===== src/sv/itk_pkg.sv =====
package itk_pkg;

  localparam int CFG_W   = 31;
  localparam int IDX_W   = 3;
  localparam int OFS_W   = 24;
  localparam int IN_W    = 16;
  localparam int OUT_W   = 25;
  localparam int XY_W    = 34;
  localparam int SQ_IN_W = 60;
  localparam int SQ_OUT_W = 30;
  localparam int NUM_W   = 56;
  localparam int DEN_W   = 33;
  localparam int COV_FRAC = 24;
  localparam int CORDIC_STEPS = 20;

  localparam logic [IDX_W-1:0] REG_ANGLE_NOISE      = 3'd0;
  localparam logic [IDX_W-1:0] REG_ROLL_BIAS_NOISE  = 3'd1;
  localparam logic [IDX_W-1:0] REG_PITCH_BIAS_NOISE = 3'd2;
  localparam logic [IDX_W-1:0] REG_MEASURE_NOISE    = 3'd3;
  localparam logic [IDX_W-1:0] REG_STEP_TIME        = 3'd4;
  localparam logic [IDX_W-1:0] REG_GYRO_X_OFFSET    = 3'd5;
  localparam logic [IDX_W-1:0] REG_GYRO_Y_OFFSET    = 3'd6;

  localparam logic [CFG_W-1:0] ANGLE_NOISE_RST      = 31'd16777;
  localparam logic [CFG_W-1:0] ROLL_BIAS_NOISE_RST  = 31'd50332;
  localparam logic [CFG_W-1:0] PITCH_BIAS_NOISE_RST = 31'd16777;
  localparam logic [CFG_W-1:0] MEASURE_NOISE_RST    = 31'd503316;
  localparam logic [CFG_W-1:0] STEP_TIME_RST        = 31'd41943;

  localparam logic signed [31:0] DEG180 = 32'sd11796480;
  localparam logic signed [31:0] DEG90  = 32'sd5898240;
  localparam logic signed [63:0] MUL_ROUND = 64'sd8388608;
  // (|raw| * 10240 + 20) / 41 as a multiply by ceil(2^35 / 41) and a shift
  localparam logic signed [31:0] GYRO_ROUND = 32'sd20;
  localparam logic signed [31:0] GYRO_RECIP = 32'sd838042400;
  localparam int GYRO_SHIFT = 35;

  typedef struct packed {
    logic busy;
    logic done;
  } itk_unit_st_t;

  typedef enum logic [5:0] {
    S_IDLE, S_SQRT, S_SQRT_WAIT, S_CORR_GO, S_CORR_WAIT, S_CORP_GO, S_CORP_WAIT,
    S_GX_GO, S_GX_WAIT, S_GY_GO, S_GY_WAIT, S_PITCH, S_ROLL,
    K_RATE, K_M_EST, K_A_EST, K_M_DP11, K_A_DP11, K_SUMT, K_M_P0, K_A_P0,
    K_M_P3, K_A_P3, K_S, K_D0_GO, K_D0_WAIT, K_D1_GO, K_D1_WAIT, K_Y,
    K_M_E2, K_A_E2, K_M_D2, K_A_D2, K_M_Q3, K_A_Q3, K_M_Q2, K_A_Q2,
    K_M_Q1, K_A_Q1, K_M_Q0, K_A_Q0, S_STORE, S_OUT
  } itk_state_t;

  function automatic logic signed [31:0] sat32(input logic signed [63:0] v);
    logic signed [31:0] r;
    if (v > 64'sd2147483647) r = 32'sh7fffffff;
    else if (v < -64'sd2147483648) r = 32'sh80000000;
    else r = v[31:0];
    return r;
  endfunction

  function automatic logic signed [31:0] mulr(input logic signed [63:0] p);
    logic signed [63:0] t;
    t = (p + MUL_ROUND) >>> COV_FRAC;
    return sat32(t);
  endfunction

  function automatic logic [31:0] abs32(input logic signed [31:0] v);
    return v[31] ? 32'(-v) : 32'(v);
  endfunction

  function automatic logic [OUT_W-1:0] clamp_out(input logic signed [31:0] v);
    logic signed [31:0] c;
    if (v > DEG180) c = DEG180;
    else if (v < -DEG180) c = -DEG180;
    else c = v;
    return c[OUT_W-1:0];
  endfunction

  function automatic logic signed [31:0] atan_q16(input logic [4:0] i);
    logic signed [31:0] r;
    case (i)
      5'd0: r = 32'sd2949120;
      5'd1: r = 32'sd1740967;
      5'd2: r = 32'sd919879;
      5'd3: r = 32'sd466945;
      5'd4: r = 32'sd234379;
      5'd5: r = 32'sd117304;
      5'd6: r = 32'sd58666;
      5'd7: r = 32'sd29335;
      5'd8: r = 32'sd14668;
      5'd9: r = 32'sd7334;
      5'd10: r = 32'sd3667;
      5'd11: r = 32'sd1833;
      5'd12: r = 32'sd917;
      5'd13: r = 32'sd458;
      5'd14: r = 32'sd229;
      5'd15: r = 32'sd115;
      5'd16: r = 32'sd57;
      5'd17: r = 32'sd29;
      5'd18: r = 32'sd14;
      5'd19: r = 32'sd7;
      default: r = 32'sd0;
    endcase
    return r;
  endfunction

endpackage


===== src/sv/itk_div.sv =====
module itk_div import itk_pkg::*; (
  input  logic             clk,
  input  logic             rst,
  input  logic             start,
  input  logic [NUM_W-1:0] num,
  input  logic [DEN_W-1:0] den,
  output logic [NUM_W-1:0] quo,
  output itk_unit_st_t     st
);
  logic [DEN_W-1:0] dv;
  logic [DEN_W:0] rem, rem_sh, diff;
  logic [5:0] cnt;
  logic busy, done, ge;

  assign rem_sh = {rem[DEN_W-1:0], quo[NUM_W-1]};
  assign ge = rem_sh >= {1'b0, dv};
  assign diff = rem_sh - {1'b0, dv};
  assign st = '{busy: busy, done: done};

  always_ff @(posedge clk) begin
    if (rst) begin
      busy <= 1'b0;
      done <= 1'b0;
    end else begin
      done <= 1'b0;
      if (start) begin
        quo <= num;
        dv <= den;
        rem <= '0;
        cnt <= '0;
        busy <= 1'b1;
      end else if (busy) begin
        quo <= {quo[NUM_W-2:0], ge};
        rem <= ge ? diff : rem_sh;
        cnt <= cnt + 6'd1;
        if (cnt == 6'(NUM_W - 1)) begin
          busy <= 1'b0;
          done <= 1'b1;
        end
      end
    end
  end
endmodule


===== config.mk =====
export PLATFORM = sky130hd
export DESIGN_NAME = itk_div
export DESIGN_NICKNAME = d
export VERILOG_FILES = /design/src/sv/itk_pkg.sv /design/src/sv/itk_div.sv
export SDC_FILE = /design/constraint.sdc
export NUM_CORES = 1
export LEC_CHECK = 0
export BUFFER_PORTS_ARGS = -buffer_cell sky130_fd_sc_hd__buf_2
export CORE_MARGIN = 3
export CORE_UTILIZATION = 35
export DETAILED_ROUTE_END_ITERATION = 8
export SETUP_SLACK_MARGIN = 0.4
export SLEW_MARGIN = 0
export SYNTH_ARGS = -nofsm -noshare
export SYNTH_HDL_FRONTEND = slang
export SYNTH_SLANG_ARGS = --single-unit

===== constraint.sdc =====
create_clock -name clk -period 14.2 [get_ports clk]
set_clock_uncertainty 0.1 [all_clocks]
set_input_delay 0.71 -clock clk [delete_from_list [all_inputs] [get_ports clk]]
set_output_delay 0.71 -clock clk [all_outputs]
set_load 0.05 [all_outputs]

==> results.txt, run 1 <==
ys flop type = edfxtp_1
CP most frequent cell = a311o_1
CTS tree = yes
Slew headroom = 27.6%
CTS max path bufs = 2
syn_area_per_cell = 11.8 um^2
main combinational cell family by area after synthesis = compound AO/OA/AOI/OAI gates
row count = 52
Achievable Freq = 284 MHz
Bufs and invs on worst path = 0
critical path's slowest cell = or2_1
yosys synthesis warning count = 0
Setup TNS Final = 0 ns
cell taking the most area after synthesis = edfxtp_1
WL per Instance = 17.3 um
syn nets = 744
routed wire length = 18.0 mm
overall routing resource usage = 16.5%
Max Cap Viol = 0
CTS buffer count = 17
Final Cell Area = 0.00881 mm^2
DR vias = 5283
largest net degree at the start of global routing = 79
Boundary Pins = 150
placed cell count = 1009
Sink Count = 130
final hold vios = 0
setup violators final = 0
Hold WC Path Type = in -> reg
unrepaired setup endpoints after global routing = false
Placer Congestion = 0.885
Vias/cell = 5.08
Req. time, crit path = 14.26 ns
setup slack, reg-to-reg = 10.69 ns
Final Util = 43.3%
CP max FO = 17
Crit. End Element = flop
post-synthesis async set-or-reset flop share = 0%
hold bufs inserted after CTS = 0
I/O Buffers = 149
post-synthesis compound-gate area fraction = 12.1%
Synth cell types = 66
Area Overhead vs Synth = 20.5%
Crit Path Category = reg -> reg
number of synthesized flops with an enable pin = 128
sequential cell area fraction in the yosys report = 53.1%
Post-CTS Setup Inserts = 0
diode count = 0
# resized after CTS = 0
HPWL after DPL = 13.0 mm
Worst Max-Slew Pin Slew = 1.08 ns
vias in the first global route = 5389
status = finished, final reports clean
Post-DP Area = 0.00825 mm^2
synthesized cell area = 0.00731 mm^2
core box area = 0.0204 mm^2
mux cell area share after synthesis = 10.3%
first-pass GRT wire length = 28.7 mm
crit path DAT = 3.58 ns
Clock Latency Late Sink = 0.42 ns
H-tree levels = 4
Nets = 885
XOR/XNOR Fraction of Synth Area = 3.24%
startpoint types = flop
Tcrit/Tclk final = 24.8%
post-synthesis simple-gate area fraction = 10.7%
top post-synthesis cells by area = edfxtp_1, mux2_2, ha_1
Total Die Area = 0.0227 mm^2
adder and majority gate portion of the synthesized area = 6.09%
initial antenna violation count = 0
Max stage delay on crit path = 0.59 ns
GRT overflow = 0
static leakage = 3.57 nW
Cell Chain, Critical Path = ha_1 > a21oi_2 > o21ai_1 > a311o_1 > a211oi_1 > o2111a_1 > or2_1 > a2111oi_2 > a311o_1
Root Driver = clkbuf_16
Die W = 151 um
minimum clock period = 3.51 ns
Starting Density = 35.9%
TritonRoute pass-1 iters = 4
Post-route DRC = 0
fraction of layout cells with a size suffix above 1 = 33.1%
overall power = 1.20 mW
cell count after synthesis = 617
max-slew violations = 0
Yosys top cell area share = 52.6%
Top delay family on crit path = compound AO/OA/AOI/OAI gates
CTS clk-pin slew, worst paths = 0.07 ns
Final ANT Viol Nets = 0
number of synthesized register bits = 130
Non-Filler Instances = 1040
Worst VDD drop = 0.0805 mV
initial DRC count = 365
Die Y = 151 um
pwr dens = 137 mW/mm^2
[flip-flops by register name, summed over array words and instances (netlist names)]
register and flops:
quo 56, dv 33, rem 33, cnt 6
busy 1, done 1
[layer usage]
metal | share of wire [%] | GRT usage [%]
met4 | 2.2 | 5.90
met5 | 0 | 0
met3 | 9.4 | 6.77
met1 | 44 | 21.1
met2 | 45 | 25.1
[cell families after synthesis]
family	count (synthesis)
AO/OA/AOI/OAI	128
XOR/XNOR	27
adder cells (fa/ha/maj)	35
buffers and inverters	69
flip-flops	130
multiplexers	68
AND/OR/NAND/NOR	160
[final cells by class]
class	count	area, um^2
clock buffers	18	429
multi-input cells	418	3120
repair buffers	151	763
flip-flops and latches	130	3880
inverters	40	150
well taps	270	338
fillers	1953	11600
clock inverters	13	129
[power by group]
group	leakage [nW]	internal, mW	switching, mW
registers	1.24	0.464	0.0157
logic	2.07	0.114	0.189
clock network	0.262	0.243	0.178
total	3.57	0.821	0.383
[synthesized netlist by cell type, types with 2 or more instances]
| cell type | n |
|---|---|
| a211o_1 | 4 |
| a211oi_1 | 6 |
| a211oi_2 | 3 |
| a21boi_0 | 3 |
| a21o_1 | 11 |
| a21oi_1 | 40 |
| a21oi_2 | 3 |
| a311o_1 | 2 |
| a31oi_1 | 5 |
| and2_1 | 6 |
| and3_1 | 5 |
| and4_1 | 3 |
| buf_1 | 2 |
| buf_2 | 5 |
| buf_4 | 5 |
| buf_6 | 6 |
| clkbuf_1 | 10 |
| dfxtp_1 | 2 |
| edfxtp_1 | 128 |
| ha_1 | 34 |
| inv_1 | 40 |
| mux2_2 | 56 |
| mux2i_1 | 12 |
| nand2_1 | 46 |
| nand2b_1 | 3 |
| nand3_1 | 18 |
| nand4_1 | 6 |
| nor2_1 | 46 |
| nor2b_1 | 4 |
| nor3_1 | 8 |
| nor4_2 | 2 |
| o2111ai_1 | 4 |
| o211ai_1 | 5 |
| o21a_1 | 3 |
| o21ai_0 | 15 |
| o21bai_1 | 4 |
| o221ai_1 | 3 |
| o22ai_1 | 4 |
| or3_1 | 2 |
| or3b_1 | 2 |
| xnor2_1 | 18 |
| xor2_1 | 9 |
[layout by cell type, fill, tap and decap left out, types with 8 or more instances in the layout]
cell       count
nor3_1         8
nand3_1       18
xor2_1         9
a21o_1        11
mux2_2        56
mux2i_1       12
ha_1          34
clkbuf_16     17
nand2_1       46
edfxtp_1     128
a21oi_1       40
o21ai_0       15
nor2_1        43
xnor2_1       18
buf_2        148
inv_1         40
[path summary, 6_finish.rpt]
| check | from | to | depth (start not counted) |
|---|---|---|---|
| max reg2reg | rem[18] | rem[25] | 9 |
| max | rem[18] | rem[25] | 9 |
| min reg2reg | busy | done | 1 |
| min | den[3] | dv[3] | 1 |
[metrics by stage]
step / worst slack (ns) / hold slack [ns]
finish: 10.69 / 0.356
global route: 10.46 / 0.342
CTS: 10.68 / 0.338
detailed placement: 10.70 / 0.408
global placement: 10.75 / 0.406
floorplan: 8.20 / 0.375
Power figures use the tool's default switching activity.
==> run 2: changes to the inputs <==
clock period = 3.6 ns   (was 14.2 ns; I/O delays follow)
==> run 2 against run 1 <==
Against the previous run:
- via count grew 8.0%
- largest power group unchanged
- power grew to 4.1 times the previous value
- combinational power rose to 4.5 times the previous value
- highest routed layer unchanged
- wire length is 4.7% higher
- non-clock buffer count grew 99
- global-route usage is 0.60 points higher
- clock power rose to 4.0 times the previous value
- register-to-register slack lost 10 ns
==> results.txt, run 2 (synthesis results as in run 1) <==
GRT overflow = 0
commonest non-fill, non-tap cell in the layout = buf_2
minimum clock period = 3.12 ns
TritonRoute pass-1 iters = 4
CP max FO = 6
Die W = 151 um
Achievable Freq = 321 MHz
CTS max path bufs = 2
overall routing resource usage = 17.1%
biggest regs = quo x56, dv x33, rem x33
Sw Share = 32.6%
M1 GR Usage = 21.8%
fill count = 1854
Max Cap Viol = 0
setup violators final = 0
Req. time, crit path = 3.68 ns
multi-input logic area = 0.00321 mm^2
Pint = 3.32 mW
reg2reg end = rem[25]
Comb power frac = 27.6%
Setup TNS Final = 0 ns
Worst VDD drop = 0.297 mV
fraction of layout cells with a size suffix above 1 = 33.0%
startpoint types = flop
CTS tree = yes
row count = 52
Min-Delay Startpoint = num[27]
Root Driver = clkbuf_16
Crit Path Category = reg -> reg
core box area = 0.0204 mm^2
largest net degree at the start of global routing = 62
Tcrit/Tclk final = 86.6%
Final Util = 48.7%
static leakage = 4.02 nW
max-slew violations = 0
Nets = 984
initial antenna violation count = 0
pwr dens = 497 mW/mm^2
I/O Buffers = 149
crit path DAT = 3.19 ns
first-pass GRT wire length = 30.3 mm
Final ANT Viol Nets = 0
most frequent cells in the layout = buf_2, edfxtp_1, dlygate4sd3_1
diode count = 0
P_sw = 1.60 mW
Total Die Area = 0.0227 mm^2
routed wire length = 18.9 mm
DR vias = 5706
Placer Congestion = 0.876
Post-route DRC = 0
Largest register FFs = 56
CTS clk-pin slew, worst paths = 0.06 ns
initial DRC count = 336
WL per Instance = 16.5 um
final hold vios = 0
Starting Density = 35.9%
unrepaired setup endpoints after global routing = false
register area = 0.00388 mm^2
H-tree levels = 4
met2 Usage GRT = 27.7%
HPWL after DPL = 12.9 mm
setup slack, reg-to-reg = 0.48 ns
Vias/cell = 5.01
clock share of power = 34.0%
Worst Max-Slew Pin Slew = 0.612 ns
Die Y = 151 um
status = finished, final reports clean
Slew headroom = 59.1%
Clock Latency Late Sink = 0.43 ns
hold endpoint = quo[27]
Hold WC Path Type = in -> reg
vias in the first global route = 5956
grt peak-use layer = met2
global routing usage on met3 = 5.60%
hold slack final = 0.0110 ns
Crit. End Element = flop
Top reg by flops = quo
reg-to-reg startpoint = rem[1]
Seq pwr share = 38.4%
Boundary Pins = 150
Sink Count = 130
Reg2Reg Depth = 9
CTS buffer count = 17
Area Overhead vs Synth = 35.7%
Worst Hold Path Cells = 2
run 2: cell types whose count changed in the layout (fill, tap and decap cells not counted), moves of 2 or more:
cell           change
buf_12             +3
buf_4              +7
clkinvlp_4         -3
dlygate4sd3_1     +89
ha_1              -12
ha_2              +11
inv_6              +2
inv_8              +2
nor2_1             -2
nor2_2             +2
run 2: worst max path at each step:
| stage | start | endpoint | slack (ns) | cells after the start |
|---|---|---|---|---|
| after floorplan | quo[55] | rem[25] | 0.51 | 13 |
| after global placement | quo[55] | rem[25] | 0.46 | 12 |
| after detailed placement | quo[55] | rem[25] | 0.39 | 12 |
| after CTS | rem[12] | rem[12] | 0.41 | 10 |
| after global routing | rem[12] | rem[21] | 0.39 | 10 |
| final | rem[1] | rem[25] | 0.48 | 9 |
run 2: cell type report:
| cell class | count | area share (%) |
|---|---|---|
| Inverter | 40 | 1.51 |
| Clock buffer | 18 | 4.33 |
| Tap cell | 270 | 3.41 |
| Multi-Input combinational cell | 418 | 32.4 |
| Clock inverter | 14 | 1.38 |
| Timing Repair Buffer | 250 | 17.8 |
| Sequential cell | 130 | 39.2 |
run 2: through the flow:
step / setup slack (ns) / cells / power [mW] / instance area (um^2)
detailed placement: 0.389 / 1018 / 3.16 / 8350
floorplan: 0.513 / 617 / 2.86 / 7320
global placement: 0.458 / 1018 / 3.15 / 8350
CTS: 0.406 / 1139 / 4.92 / 9810
finish: 0.483 / 1140 / 4.92 / 9910
global route: 0.391 / 1140 / 5.17 / 9910
run 2: worst max-delay path, stage by stage, from the launching register on:
cell	delay (ns)
edfxtp_1	0.42
ha_1	0.42
nor2_1	0.06
a211o_1	0.29
a31oi_2	0.34
a211o_1	0.28
and3_1	0.27
o2111ai_1	0.19
and4_1	0.24
a311o_1	0.26
run 2: repair_timing:
item,4_1_cts,5_1_grt
hold buffers,89,0
gates resized for setup,1,26
endpoints found under the setup margin,2,33
pin swaps,0,3
hold endpoints to repair,89,0
setup buffers,0,1
run 2: metal layers:
layer / share of wire (%) / vias to the layer above
met5: 0 / -
met2: 47 / 197
met3: 6.9 / 28
met1: 44 / 2690
met4: 1.8 / 0
li1: - / 2791
run 2: power by group through the flow:
stage | logic (mW) | clock network (mW) | registers, mW
after floorplan | 0.808 | 0 | 2.05
after CTS | 1.32 | 1.71 | 1.89
final | 1.36 | 1.68 | 1.89
after global routing | 1.50 | 1.77 | 1.90
after detailed placement | 1.24 | 0 | 1.92
after global placement | 1.23 | 0 | 1.91
==> run 3: changes to the inputs <==
REMOVE_ABC_BUFFERS = 1   (was not set)
==> run 3 against run 2 <==
Against the previous run:
- sequential power hardly changed
- core utilization grew 0.34 points
- via count unchanged
- flip-flop and latch count stayed put
- worst setup slack better by 0.087 ns
- largest cell class unchanged
==> results.txt, run 3 (synthesis results as in run 1) <==
pwr dens = 515 mW/mm^2
Bufs and invs on worst path = 2
first-pass GRT wire length = 31.1 mm
final hold vios = 0
grt peak-use layer = met2
Crit. End Element = flop
biggest regs = quo x56, dv x33, rem x33
H-tree levels = 4
global routing usage on met3 = 6.53%
I/O Buffers = 149
DR vias = 5706
Post-DP Area = 0.00836 mm^2
Die W = 151 um
Vias/cell = 4.99
CTS tree = yes
GRT overflow = 0
HPWL after DPL = 12.6 mm
crit path DAT = 3.07 ns
commonest non-fill, non-tap cell in the layout = buf_2
worst setup margin = 0.570 ns
Worst Max-Slew Pin Slew = 1.02 ns
TritonRoute pass-1 iters = 4
largest net degree at the start of global routing = 96
Achievable Freq = 330 MHz
most frequent cells in the layout = buf_2, edfxtp_1, dlygate4sd3_1
routed wire length = 19.1 mm
Tcrit/Tclk final = 84.2%
Nets = 988
Cell Chain, Critical Path = inv_1 > ha_2 > a21oi_2 > o21ai_1 > a311o_1 > a211oi_2 > o2111a_2 > or2_4 > buf_4 > mux2i_1 > nor2_1
WL per Instance = 16.7 um
initial DRC count = 252
Sink Count = 130
Post-route DRC = 0
row count = 52
CTS max path bufs = 2
CP max FO = 9
Top delay family on crit path = compound AO/OA/AOI/OAI gates
M1 GR Usage = 22.3%
met2 Usage GRT = 27.8%
Top reg by flops = quo
setup violators final = 0
pre-CTS worst setup slack = 0.322 ns
static leakage = 4.07 nW
max-slew violations = 0
overall routing resource usage = 17.5%
critical path's slowest cell = a311o_1
Die Y = 151 um
unrepaired setup endpoints after global routing = false
Max Cap Viol = 0
diode count = 0
Hold WC Path Type = in -> reg
Boundary Pins = 150
Setup TNS Final = 0 ns
Clock Latency Late Sink = 0.42 ns
Largest register FFs = 56
hold slack final = 0.194 ns
Crit Path Category = reg -> reg
vias in the first global route = 6049
Total Die Area = 0.0227 mm^2
Placer Congestion = 0.890
Max stage delay on crit path = 0.44 ns
Req. time, crit path = 3.64 ns
fraction of layout cells with a size suffix above 1 = 32.5%
Starting Density = 35.9%
Worst VDD drop = 0.331 mV
minimum clock period = 3.03 ns
Slew headroom = 31.6%
Final ANT Viol Nets = 0
core box area = 0.0204 mm^2
Area Overhead vs Synth = 36.6%
Final Cell Area = 0.00998 mm^2
CTS buffer count = 17
Root Driver = clkbuf_16
initial antenna violation count = 1
CTS clk-pin slew, worst paths = 0.06 ns
status = finished, final reports clean
startpoint types = flop
run 3: changes by cell type in the layout (fill, tap and decap cells not counted), moves of 3 or more:
| cell | delta |
|---|---|
| ha_1 | +5 |
| buf_4 | +3 |
| ha_2 | -4 |
| inv_8 | -3 |
| bufinv_16 | +4 |
run 3: final cells by class:
| cell class | count | area [um^2] |
|---|---|---|
| inverter | 40 | 150 |
| multi-input combinational | 418 | 3190 |
| sequential | 130 | 3880 |
| tap | 270 | 338 |
| clock buffer | 18 | 429 |
| clock inverter | 13 | 198 |
| fill | 1787 | 10400 |
| timing repair buffer | 254 | 1800 |
run 3: worst reg2reg max path, stage by stage (launching register included):
cell      delay [ns]
edfxtp_1        0.36
inv_1           0.08
ha_2            0.33
a21oi_2         0.21
o21ai_1         0.14
a311o_1         0.44
a211oi_2        0.25
o2111a_2        0.27
or2_4           0.18
buf_4           0.16
mux2i_1         0.19
nor2_1          0.05
run 3: layer usage:
layer / up-vias / wire length (um) / part of all wire [%]
met1: 2692 / 8480 / 44
met5: - / 13 / 0.068
met2: 190 / 8800 / 46
met4: 2 / 346 / 1.8
li1: 2795 / - / -
met3: 27 / 1440 / 7.5
run 3: timing repair:
item,in CTS,in global routing
setup endpoints to repair,4,30
hold buffers,90,0
endpoints found under the hold margin,90,0
gates resized for setup,2,17
buffers inserted,0,4
pin swaps,0,3
run 3: where the power goes:
group          switching (mW)  total (mW)  internal [mW]
clock                   0.707        1.88           1.17
combinational           0.786        1.37          0.585
sequential             0.0616        1.89           1.83
total                    1.55        5.14           3.59
run 3: metrics by stage:
stage	total power, mW	cells	utilization [%]
final	5.14	1143	49.0
after global routing	5.39	1143	49.0
after CTS	5.14	1139	48.6
after detailed placement	3.16	1018	41.0
after global placement	3.16	1018	41.0
after floorplan	2.80	588	-
run 3: path summary, 6_finish.rpt:
| path | startpoint | endpoint | slack, ns | depth (start not counted) |
|---|---|---|---|---|
| setup reg to reg | dv[19] | rem[1] | 0.57 | 11 |
| setup / recovery | dv[19] | rem[1] | 0.57 | 11 |
| hold reg to reg | busy | done | 0.40 | 1 |
| hold / removal | start | cnt[0] | 0.19 | 2 |
