**config.mk**
```make
export PLATFORM = sky130hd
export DESIGN_NAME = itk_sqrt
export DESIGN_NICKNAME = d
export VERILOG_FILES = /design/src/sv/itk_pkg.sv /design/src/sv/itk_sqrt.sv
export SDC_FILE = /design/constraint.sdc
export NUM_CORES = 1
export LEC_CHECK = 0
export BUFFER_PORTS_ARGS = -buffer_cell sky130_fd_sc_hd__buf_2
export CAP_MARGIN = 40
export CELL_PAD_IN_SITES_DETAIL_PLACEMENT = 1
export CELL_PAD_IN_SITES_GLOBAL_PLACEMENT = 2
export CORE_UTILIZATION = 30
export DETAILED_ROUTE_END_ITERATION = 7
export GPL_ROUTABILITY_DRIVEN = 0
export GPL_TIMING_DRIVEN = 0
export MAX_ROUTING_LAYER = met4
export PLACE_DENSITY_LB_ADDON = 0.1
export SETUP_SLACK_MARGIN = 0.05
export SLEW_MARGIN = 10
export SYNTH_ARGS = -nofsm -noshare
export SYNTH_HDL_FRONTEND = slang
export SYNTH_SLANG_ARGS = --single-unit
```
**constraint.sdc**
```tcl
create_clock -name clk -period 11.3 [get_ports clk]
set_input_delay 0 -clock clk [delete_from_list [all_inputs] [get_ports clk]]
set_output_delay 0 -clock clk [all_outputs]
set_load 0.02 [all_outputs]
```
**src/sv/itk_pkg.sv**
```systemverilog
package itk_pkg;

  localparam int CFG_W   = 31;
  localparam int IDX_W   = 3;
  localparam int OFS_W   = 24;
  localparam int IN_W    = 16;
  localparam int OUT_W   = 25;
  localparam int XY_W    = 34;
  localparam int SQ_IN_W = 60;
  localparam int SQ_OUT_W = 30;
  localparam int NUM_W   = 56;
  localparam int DEN_W   = 33;
  localparam int COV_FRAC = 24;
  localparam int CORDIC_STEPS = 20;

  localparam logic [IDX_W-1:0] REG_ANGLE_NOISE      = 3'd0;
  localparam logic [IDX_W-1:0] REG_ROLL_BIAS_NOISE  = 3'd1;
  localparam logic [IDX_W-1:0] REG_PITCH_BIAS_NOISE = 3'd2;
  localparam logic [IDX_W-1:0] REG_MEASURE_NOISE    = 3'd3;
  localparam logic [IDX_W-1:0] REG_STEP_TIME        = 3'd4;
  localparam logic [IDX_W-1:0] REG_GYRO_X_OFFSET    = 3'd5;
  localparam logic [IDX_W-1:0] REG_GYRO_Y_OFFSET    = 3'd6;

  localparam logic [CFG_W-1:0] ANGLE_NOISE_RST      = 31'd16777;
  localparam logic [CFG_W-1:0] ROLL_BIAS_NOISE_RST  = 31'd50332;
  localparam logic [CFG_W-1:0] PITCH_BIAS_NOISE_RST = 31'd16777;
  localparam logic [CFG_W-1:0] MEASURE_NOISE_RST    = 31'd503316;
  localparam logic [CFG_W-1:0] STEP_TIME_RST        = 31'd41943;

  localparam logic signed [31:0] DEG180 = 32'sd11796480;
  localparam logic signed [31:0] DEG90  = 32'sd5898240;
  localparam logic signed [63:0] MUL_ROUND = 64'sd8388608;
  // (|raw| * 10240 + 20) / 41 as a multiply by ceil(2^35 / 41) and a shift
  localparam logic signed [31:0] GYRO_ROUND = 32'sd20;
  localparam logic signed [31:0] GYRO_RECIP = 32'sd838042400;
  localparam int GYRO_SHIFT = 35;

  typedef struct packed {
    logic busy;
    logic done;
  } itk_unit_st_t;

  typedef enum logic [5:0] {
    S_IDLE, S_SQRT, S_SQRT_WAIT, S_CORR_GO, S_CORR_WAIT, S_CORP_GO, S_CORP_WAIT,
    S_GX_GO, S_GX_WAIT, S_GY_GO, S_GY_WAIT, S_PITCH, S_ROLL,
    K_RATE, K_M_EST, K_A_EST, K_M_DP11, K_A_DP11, K_SUMT, K_M_P0, K_A_P0,
    K_M_P3, K_A_P3, K_S, K_D0_GO, K_D0_WAIT, K_D1_GO, K_D1_WAIT, K_Y,
    K_M_E2, K_A_E2, K_M_D2, K_A_D2, K_M_Q3, K_A_Q3, K_M_Q2, K_A_Q2,
    K_M_Q1, K_A_Q1, K_M_Q0, K_A_Q0, S_STORE, S_OUT
  } itk_state_t;

  function automatic logic signed [31:0] sat32(input logic signed [63:0] v);
    logic signed [31:0] r;
    if (v > 64'sd2147483647) r = 32'sh7fffffff;
    else if (v < -64'sd2147483648) r = 32'sh80000000;
    else r = v[31:0];
    return r;
  endfunction

  function automatic logic signed [31:0] mulr(input logic signed [63:0] p);
    logic signed [63:0] t;
    t = (p + MUL_ROUND) >>> COV_FRAC;
    return sat32(t);
  endfunction

  function automatic logic [31:0] abs32(input logic signed [31:0] v);
    return v[31] ? 32'(-v) : 32'(v);
  endfunction

  function automatic logic [OUT_W-1:0] clamp_out(input logic signed [31:0] v);
    logic signed [31:0] c;
    if (v > DEG180) c = DEG180;
    else if (v < -DEG180) c = -DEG180;
    else c = v;
    return c[OUT_W-1:0];
  endfunction

  function automatic logic signed [31:0] atan_q16(input logic [4:0] i);
    logic signed [31:0] r;
    case (i)
      5'd0: r = 32'sd2949120;
      5'd1: r = 32'sd1740967;
      5'd2: r = 32'sd919879;
      5'd3: r = 32'sd466945;
      5'd4: r = 32'sd234379;
      5'd5: r = 32'sd117304;
      5'd6: r = 32'sd58666;
      5'd7: r = 32'sd29335;
      5'd8: r = 32'sd14668;
      5'd9: r = 32'sd7334;
      5'd10: r = 32'sd3667;
      5'd11: r = 32'sd1833;
      5'd12: r = 32'sd917;
      5'd13: r = 32'sd458;
      5'd14: r = 32'sd229;
      5'd15: r = 32'sd115;
      5'd16: r = 32'sd57;
      5'd17: r = 32'sd29;
      5'd18: r = 32'sd14;
      5'd19: r = 32'sd7;
      default: r = 32'sd0;
    endcase
    return r;
  endfunction

endpackage

```
**src/sv/itk_sqrt.sv**
```systemverilog
module itk_sqrt import itk_pkg::*; (
  input  logic                clk,
  input  logic                rst,
  input  logic                start,
  input  logic [SQ_IN_W-1:0]  rad_in,
  output logic [SQ_OUT_W-1:0] root,
  output itk_unit_st_t        st
);
  logic [SQ_IN_W-1:0] rad;
  logic [33:0] rem, rem_sh, trial;
  logic [4:0] cnt;
  logic busy, done;

  assign rem_sh = {rem[31:0], rad[SQ_IN_W-1 -: 2]};
  assign trial = {2'b00, root, 2'b01};
  assign st = '{busy: busy, done: done};

  always_ff @(posedge clk) begin
    if (rst) begin
      busy <= 1'b0;
      done <= 1'b0;
    end else begin
      done <= 1'b0;
      if (start) begin
        rad <= rad_in;
        rem <= '0;
        root <= '0;
        cnt <= '0;
        busy <= 1'b1;
      end else if (busy) begin
        rad <= {rad[SQ_IN_W-3:0], 2'b00};
        if (rem_sh >= trial) begin
          rem <= rem_sh - trial;
          root <= {root[SQ_OUT_W-2:0], 1'b1};
        end else begin
          rem <= rem_sh;
          root <= {root[SQ_OUT_W-2:0], 1'b0};
        end
        cnt <= cnt + 5'd1;
        if (cnt == 5'(SQ_OUT_W - 1)) begin
          busy <= 1'b0;
          done <= 1'b1;
        end
      end
    end
  end
endmodule

```
==> results of run 1 <==
-- registers in the layout (all words and copies together) (netlist names) --
signal	flops
rad	60
rem	32
root	30
cnt	5
busy	1
done	1
-- final cells by class --
cell class,count,area (um^2),area share (%)
plain buffers,28,175,1.91
clock buffers,18,429,4.68
clock inverters,14,169,1.84
inverters,40,150,1.64
multi-input cells,380,2830,30.9
flip-flops and latches,129,3850,42.1
well taps,313,392,4.27
repair buffers,158,1160,12.7
-- layer usage --
| metal | track usage (%) | wire [um] | part of all wire [%] |
|---|---|---|---|
| met5 | - | 0 | 0 |
| met4 | 4.67 | 264 | 1.5 |
| met3 | 3.89 | 635 | 3.7 |
| met2 | 26.8 | 8640 | 50 |
| met1 | 18.6 | 7700 | 45 |
-- worst max-delay path, stage by stage, from the launching register on --
cell      delay, ns
edfxtp_1       0.38
inv_1          0.08
ha_1           0.36
nand2b_1       0.10
a211oi_1       0.32
o21ai_0        0.26
o21ai_1        0.40
a21oi_2        0.16
o21bai_1       0.19
a31o_2         0.17
buf_4          0.13
buf_6          0.18
mux2i_1        0.27
nor2_1         0.06
-- Yosys cell counts, types with 6 or more instances --
| master | n | area, um^2 |
|---|---|---|
| nand3_1 | 8 | 40.0 |
| nor3_1 | 8 | 40.0 |
| mux2i_1 | 20 | 200 |
| a211oi_1 | 10 | 75.1 |
| a21o_1 | 9 | 67.6 |
| xor2_1 | 13 | 114 |
| nand4_1 | 6 | 37.5 |
| nand2_1 | 22 | 82.6 |
| ha_1 | 34 | 425 |
| xnor2_1 | 21 | 184 |
| o22ai_1 | 7 | 43.8 |
| edfxtp_1 | 127 | 3810 |
| o21ai_0 | 10 | 50.1 |
| buf_1 | 6 | 22.5 |
| nor2_1 | 79 | 297 |
| inv_1 | 40 | 150 |
| clkbuf_1 | 9 | 33.8 |
| a21oi_1 | 28 | 140 |
| mux2_2 | 58 | 653 |
-- logic make-up (layout without fill, tap and decap cells) --
| logic type | after synthesis | after routing | share of synthesized area, % |
|---|---|---|---|
| AND/OR/NAND/NOR | 137 | 137 | 8.49 |
| flip-flops | 129 | 129 | 55.0 |
| AO/OA/AOI/OAI | 97 | 97 | 9.33 |
| multiplexers | 78 | 78 | 12.2 |
| buffers and inverters | 68 | 258 | 4.65 |
| adder cells (fa/ha/maj) | 34 | 34 | 6.07 |
| XOR/XNOR | 34 | 34 | 4.25 |
-- worst paths after layout --
check | endpoint | slack, ns
min reg2reg | done$_SDFF_PP0_ | 0.52
min | done$_SDFF_PP0_ | 0.34
max | rem[20]$_SDFFCE_PP0P_ | 7.96
max reg2reg | rem[20]$_SDFFCE_PP0P_ | 7.96
-- report_power, final --
part / internal [mW] / total, mW / switching, mW
clock network: 0.333 / 0.573 / 0.240
logic: 0.146 / 0.318 / 0.172
registers: 0.576 / 0.593 / 0.0170
total: 1.06 / 1.48 / 0.429
-- metrics by stage --
stage / hold WS (ns) / power (mW) / setup WS, ns
floorplan: 0.0793 / 0.828 / 5.00
global placement: 0.182 / 0.908 / 2.00
detailed placement: 0.247 / 0.911 / 7.89
CTS: 0.339 / 1.51 / 7.87
global route: 0.365 / 1.56 / 7.65
finish: 0.344 / 1.48 / 7.96
-- repair_timing --
action,4_1_cts,5_1_grt
endpoints found under the hold margin,61,0
setup endpoints to repair,0,0
hold buffers,61,0
==> impl_metrics.tcl, run 1 <==
set metrics [dict create \
    clock_skew_ns 0.00969 \
    die_area_um2 24000 \
    clkLatencyLatePin_ns 0.42 \
    powerDensity_nw_per_um2 162 \
    end_kind "flop" \
    firstDrtPassIters 4 \
    timing.final.crit_share_pct 29.5 \
    die_height_um 155 \
    finalMaxSlewViolations 0 \
    setup_tns_ns 0 \
    final_cell_area_um2 9160 \
    reg2reg_depth 13 \
    final_nets 851 \
    grt_start_max_net_pins 30 \
    dpl.hpwl_mm 12.4 \
    synth_fp_nets 674 \
    viasPerCell 4.70 \
    start_util_pct 30.7 \
    rsz0062_at_grt "false" \
    numClockSinks 129 \
    diodes 0 \
    worstPathArrival_ns 3.49 \
    routedWlPerCell_um 16.0 \
    vias 5071 \
    grt.overflow.total 0 \
    worstSetupPathType "reg2reg" \
    min_from "rst" \
    postRouteAntennaNets 0 \
    drc 0 \
    setup_viol 0 \
    num_rows 55 \
    place_inst 987 \
    synth-main-ff-cell "edfxtp_1" \
    leakage_nw 3.73 \
    core_area_um2 22800 \
    cts_max_level 4 \
    synthCells 577 \
    port_buffers 93 \
    grt_pass1_vias 5560 \
    worstReg2RegStart "root[0]$_SDFFCE_PP0P_" \
    synth_edf_count 127 \
    critical_path.max_fanout 10 \
    clock_tree.root_cell "clkbuf_16" \
    drive_gt1_share_pct 27.8 \
    finalWirelength_mm 17.2 \
    finish.utilization_pct 40.2 \
    drt_iter0_markers 156 \
    final_cells 1080 \
    placed_area_um2 7960 \
    synth_seq_cells 129 \
    cts_made_buffers 17 \
    max_freq_mhz 300 \
    grtUsageTotal_pct 15.9 \
    mostFrequentLayoutCell "edfxtp_1" \
    crit_start "root[0]$_SDFFCE_PP0P_" \
    hold_class "in2reg" \
    grt_pass1_wl_mm 28.7 \
    clockBufferDepth 2 \
    worst_slew_pin_slew_ns 0.797 \
    hold_depth 3 \
    nFillCells 2462 \
    ios 95 \
    cts_resized 0 \
    synth_area_um2 7000 \
    required_ns 11.45 \
    cap_violations 0 \
    syn_area_per_cell_um2 12.1 \
    yosys_warnings 0 \
    status "finished, final reports clean" \
    hold_viol 0 \
    final_cell_mix "edfxtp_1 (127), buf_2 (95), nor2_1 (78)" \
    die_x_um 155 \
    min_period_ns 3.34 \
    cts_tree "yes" \
    post-cts-setup-buffers 0 \
    synth_cell_types 54 \
    startpoint_type "flop" \
    ys_seq_area_share_pct 55.0 \
    antenna_found_initial 0 \
    areaGrowthSynthToFinish_pct 30.9 \
    relSlewSlack_pct 46.7 \
    ir_drop_mv 0.0872 \
    ys_async_sr_fraction_pct 0 \
    clk_pin_slew_ns 0.07 \
]
Power figures use the tool's default switching activity.
==> run 2, diff against run 1 <==
Clock period 11.3 ns to 3.5 ns, I/O delays scaled along.
==> impl_metrics.tcl, run 2 (same netlist as run 1, synthesis figures left out) <==
set metrics [dict create \
    min_period_ns 3.10 \
    pre_cts_ws_ns 0.162 \
    dpl.hpwl_mm 12.3 \
    die_x_um 155 \
    post-cts-setup-buffers 0 \
    drive_gt1_share_pct 28.0 \
    num_rows 55 \
    ir_drop_mv 0.295 \
    min_to "done$_SDFF_PP0_" \
    powerDensity_nw_per_um2 514 \
    finalMaxSlewViolations 0 \
    setup_viol 0 \
    finalWirelength_mm 17.1 \
    rsz0062_at_grt "false" \
    regMostFlops "rad" \
    multi_input_area_um2 2840 \
    slowest_delay_ns 0.37 \
    die_area_um2 24000 \
    worst_slew_pin_slew_ns 0.831 \
    regArea_um2 3850 \
    worstPathCellList "inv_1, ha_1, nand2b_1, a211oi_1, o21ai_1, o21ai_2, a21oi_2, o21bai_1, a31o_2, buf_4, buf_6, mux2i_1, nor2_1" \
    vias 4958 \
    cap_violations 0 \
    finish.utilization_pct 40.2 \
    worstPathArrival_ns 3.25 \
    antenna_found_initial 0 \
    drc 0 \
    start_util_pct 30.7 \
    hold_viol 0 \
    mostFrequentLayoutCell "edfxtp_1" \
    worstReg2RegEnd "rem[22]$_SDFFCE_PP0P_" \
    largest_reg_flops 60 \
    core_area_um2 22800 \
    path_delay_family "compound AO/OA/AOI/OAI gates" \
    grt_pass1_vias 5571 \
    final_nets 851 \
    grt_start_max_net_pins 33 \
    cp_num_buf_inv 3 \
    crit_path_top_delay_cell "edfxtp_1" \
    nFillCells 2474 \
    top_regs "rad x60, rem x32, root x30" \
    cts_tree "yes" \
    grtUsageTotal_pct 15.9 \
    grt.overflow.total 0 \
    leakage_nw 3.71 \
    routedWlPerCell_um 15.9 \
    r2r_setup_slack_ns 0.40 \
    clk_pin_slew_ns 0.06 \
    relSlewSlack_pct 44.5 \
    ios 95 \
    cts_made_buffers 17 \
    areaGrowthSynthToFinish_pct 30.6 \
    hold_depth 3 \
    clock_tree.root_cell "clkbuf_16" \
    max_freq_mhz 323 \
    die_height_um 155 \
    end_kind "flop" \
    power.total_mw 4.70 \
    final_cell_mix "edfxtp_1 (127), buf_2 (95), nor2_1 (78)" \
    setup_tns_ns 0 \
    worstSetupPathType "reg2reg" \
    timing.final.crit_share_pct 88.6 \
    drt_iter0_markers 161 \
    min_from "rst" \
    numClockSinks 129 \
    critical_path.max_fanout 10 \
    hold_class "in2reg" \
    viasPerCell 4.59 \
    clkLatencyLatePin_ns 0.42 \
    grt_pass1_wl_mm 28.6 \
    finalWorstSetupSlack_ns 0.400 \
    clock_skew_ns 0.00723 \
    required_ns 3.65 \
    diodes 0 \
    worstReg2RegStart "root[0]$_SDFFCE_PP0P_" \
    postRouteAntennaNets 0 \
    cts_max_level 4 \
    port_buffers 93 \
    firstDrtPassIters 4 \
    reg2reg_depth 13 \
    status "finished, final reports clean" \
    clockBufferDepth 2 \
    startpoint_type "flop" \
]
## run 2: cell count changes in the layout (fill, tap and decap cells not counted)
| cell | change |
|---|---|
| bufinv_16 | -1 |
| clkinvlp_4 | +1 |
| inv_6 | +1 |
| inv_8 | -1 |
| nor4_1 | -1 |
| nor4_2 | +1 |
| o21ai_0 | -1 |
| o21ai_2 | +1 |
## run 2: through the flow
step                hold slack [ns]  std cells  area (um^2)
floorplan                    0.0793        577         7010
global placement              0.222        983         7870
detailed placement            0.256        987         7960
CTS                           0.346       1080         9140
global route                  0.358       1080         9150
finish                        0.348       1080         9150
## run 2: final cells by class
cell class | instances | area share (%)
multi-input combinational | 380 | 31.1
clock buffer | 18 | 4.69
sequential | 129 | 42.1
tap | 313 | 4.28
inverter | 40 | 1.64
buffer | 28 | 1.91
clock inverter | 14 | 1.57
timing repair buffer | 158 | 12.7
## run 2: worst max path at each step
| stage | from | to | slack, ns | depth (start not counted) |
|---|---|---|---|---|
| 3_3_place_gp | start | rem[15]$_SDFFCE_PP0P_ | -0.40 | 3 |
| 2_1_floorplan | root[2]$_SDFFCE_PP0P_ | rem[29]$_SDFFCE_PP0P_ | 0.72 | 11 |
| 5_1_grt | root[0]$_SDFFCE_PP0P_ | rem[19]$_SDFFCE_PP0P_ | 0.12 | 13 |
| 6_report | root[0]$_SDFFCE_PP0P_ | rem[22]$_SDFFCE_PP0P_ | 0.40 | 13 |
| 3_5_place_dp | root[0]$_SDFFCE_PP0P_ | rem[22]$_SDFFCE_PP0P_ | 0.16 | 13 |
| 4_1_cts | root[0]$_SDFFCE_PP0P_ | rem[22]$_SDFFCE_PP0P_ | 0.15 | 13 |
## run 2: tightest hold or removal path: stages
cell           delay (ns)
dlygate4sd3_1        0.52
buf_2                0.14
nor4b_1              0.06
## run 2: power breakdown
| part | total (mW) | switching, mW | internal (mW) |
|---|---|---|---|
| Sequential | 1.91 | 0.0534 | 1.86 |
| Clock | 1.75 | 0.753 | 1.00 |
| Combinational | 1.03 | 0.559 | 0.472 |
| Total | 4.70 | 1.37 | 3.33 |
## run 2: what timing repair did
item,4_1_cts,5_1_grt
resized for setup,0,3
setup endpoints to repair,0,22
endpoints found under the hold margin,61,0
hold buffers,61,0
## run 2: layer usage
layer	part of all wire (%)	wire, um	vias to the layer above	track usage (%)
li1	-	-	2447	-
met1	45	7640	2407	18.3
met2	50	8640	87	27.5
met3	3.7	642	17	4.29
met4	1.3	215	0	4.01
met5	0	0	-	-
==> run 3, diff against run 2 <==
Settings changed: ABC_AREA set to 1, PLACE_DENSITY set to 0.74, PLACE_DENSITY_LB_ADDON 0.1 to unset.
==> impl_metrics.tcl, run 3 <==
set metrics [dict create \
    p_switching_mw 1.70 \
    cts_max_level 4 \
    leakage_nw 5.29 \
    final_nets 1388 \
    ys_async_sr_fraction_pct 0 \
    finalWirelength_mm 25.0 \
    synthCells 1112 \
    synth_top_area_share_pct 45.4 \
    worstReg2RegStart "rem[21]$_SDFFCE_PP0P_" \
    place_inst 1583 \
    regMostFlops "rad" \
    die_area_um2 28700 \
    drive_gt1_share_pct 15.4 \
    worstSetupPathType "reg2reg" \
    p_comb_share_pct 25.3 \
    r2r_setup_slack_ns 1.02 \
    critical_path.max_fanout 10 \
    ys_seq_area_share_pct 45.9 \
    required_ns 3.69 \
    power_frac_seq_pct 38.3 \
    ios 95 \
    clk_pin_slew_ns 0.08 \
    start_util_pct 30.9 \
    synthTopCellsByArea "edfxtp_1 (45%), nand2_1 (21%), inv_1 (7.7%), ha_1 (5.1%), nor2_1 (4.9%)" \
    drt_iter0_markers 308 \
    core_area_um2 27200 \
    cts_tree "yes" \
    ir_drop_mv 0.236 \
    grt_pass1_wl_mm 40.5 \
    die_height_um 169 \
    powerDensity_nw_per_um2 465 \
    clockBufferDepth 2 \
    grtUsageTotal_pct 19.0 \
    regArea_um2 3850 \
    syn_area_per_cell_um2 7.55 \
    cap_violations 0 \
    cts_made_buffers 17 \
    clock_power_share_pct 36.4 \
    synth_common_cells "nand2_1 (468), inv_1 (172), edfxtp_1 (127), nor2_1 (109), ha_1 (34)" \
    startpoint_type "flop" \
    mostFrequentLayoutCell "nand2_1" \
    min_from "start" \
    relSlewSlack_pct 51.5 \
    clkLatencyLatePin_ns 0.44 \
    numClockSinks 129 \
    clock_skew_ns 0.0186 \
    die_x_um 169 \
    setup_tns_ns 0 \
    status "finished, final reports clean" \
    hold_class "in2reg" \
    synth_area_um2 8400 \
    largest_reg_flops 60 \
    synth_edf_count 127 \
    dpl.hpwl_mm 19.2 \
    num_rows 60 \
    top_regs "rad x60, rem x32, root x30" \
    end_kind "flop" \
    finish.utilization_pct 39.2 \
    synth_cell_types 36 \
    viasPerCell 4.38 \
    min_period_ns 2.48 \
    yosys_warnings 0 \
    worstPathArrival_ns 2.67 \
    areaGrowthSynthToFinish_pct 27.0 \
    multi_input_area_um2 3680 \
    max_freq_mhz 403 \
    p_int_mw 3.25 \
    synth_fp_nets 1209 \
    synth_seq_cells 129 \
    setup_viol 0 \
    nFillCells 3327 \
    grt.overflow.total 0 \
    clock_tree.root_cell "clkbuf_16" \
    crit_start "rem[21]$_SDFFCE_PP0P_" \
    grt_pass1_vias 7783 \
    final_cells 1676 \
    rsz0062_at_grt "false" \
    drc 0 \
    synth_area_leader_cell "edfxtp_1" \
    finalMaxSlewViolations 0 \
    final_cell_mix "nand2_1 (468), inv_1 (172), edfxtp_1 (127)" \
    routedWlPerCell_um 14.9 \
    post-synth-top-count-cell "nand2_1" \
    grt_start_max_net_pins 25 \
    worst_slew_pin_slew_ns 0.727 \
    switching_share_pct 34.4 \
    post-cts-setup-buffers 0 \
    firstDrtPassIters 6 \
    postRouteAntennaNets 0 \
    timing.final.crit_share_pct 70.9 \
    diodes 0 \
    port_buffers 93 \
    hold_viol 0 \
    vias 7336 \
    synth-main-ff-cell "edfxtp_1" \
    antenna_found_initial 0 \
]
-- run 3: per-stage QoR --
step                      worst slack [ns]  hold WS (ns)  cell area (um^2)  total power [mW]
after floorplan                      0.430        0.0771              8410              2.78
after global placement               -1.13         0.218              9340              3.12
after detailed placement             0.986         0.231              9480              3.15
after CTS                            0.967         0.330             10700              5.03
after global routing                 0.825         0.354             10700              5.24
final                                 1.02         0.337             10700              4.96
-- run 3: worst max-delay path, stage by stage, from the launching register on --
cell and delay, ns:
edfxtp_1 0.44, ha_1 0.39, nand2_1 0.13, nor2_2 0.23
nand2_2 0.10, nor2_4 0.13, nand3_2 0.09, nand3_2 0.14
nor2_8 0.07, nand2_4 0.15, buf_12 0.17, nand2_1 0.07
nand2_1 0.07, nor2_2 0.04
-- run 3: layer usage --
metal  vias to the layer above  GRT usage, %  wire length [um]
met5                         -             -                 0
met1                      3408          22.7             11600
met2                       119          32.9             12300
met4                         0          5.05               407
li1                       3790             -                 -
met3                        19          3.13               698
-- run 3: logic make-up after synthesis --
logic type / synth area share [%]
adders and majority gates: 5.07
xor gates and xnor gates: 1.67
buffers and inverters: 10.4
and+or+nand+nor: 35.2
AOI/OAI and AO/OA: 1.80
DFF: 45.9
-- run 3: final timing paths --
kind	end	cells after the start
min reg2reg	rad[59]$_DFFE_PP_	2
max reg2reg	rem[23]$_SDFFCE_PP0P_	13
max	rem[23]$_SDFFCE_PP0P_	13
min	rad[15]$_DFFE_PP_	4
-- run 3: timing repair --
item | 4_1_cts | 5_1_grt
endpoints found under the setup margin | 0 | 0
resized for setup | 0 | 0
hold endpoints to repair | 71 | 0
hold buffers | 61 | 0
-- run 3: area by class of cell --
type,instances,area share (%)
plain buffers,30,1.70
clock buffers,17,3.99
clock inverters,15,1.36
inverters,183,6.47
multi-input cells,770,34.5
flip-flops and latches,129,36.1
well taps,372,4.37
repair buffers,160,11.4
-- run 3: power groups by stage --
stage / Sequential (mW) / Clock (mW) / Combinational (mW)
finish: 1.90 / 1.80 / 1.25
global route: 1.91 / 1.90 / 1.43
CTS: 1.90 / 1.84 / 1.28
detailed placement: 1.93 / 0 / 1.22
global placement: 1.94 / 0 / 1.18
floorplan: 1.95 / 0 / 0.824
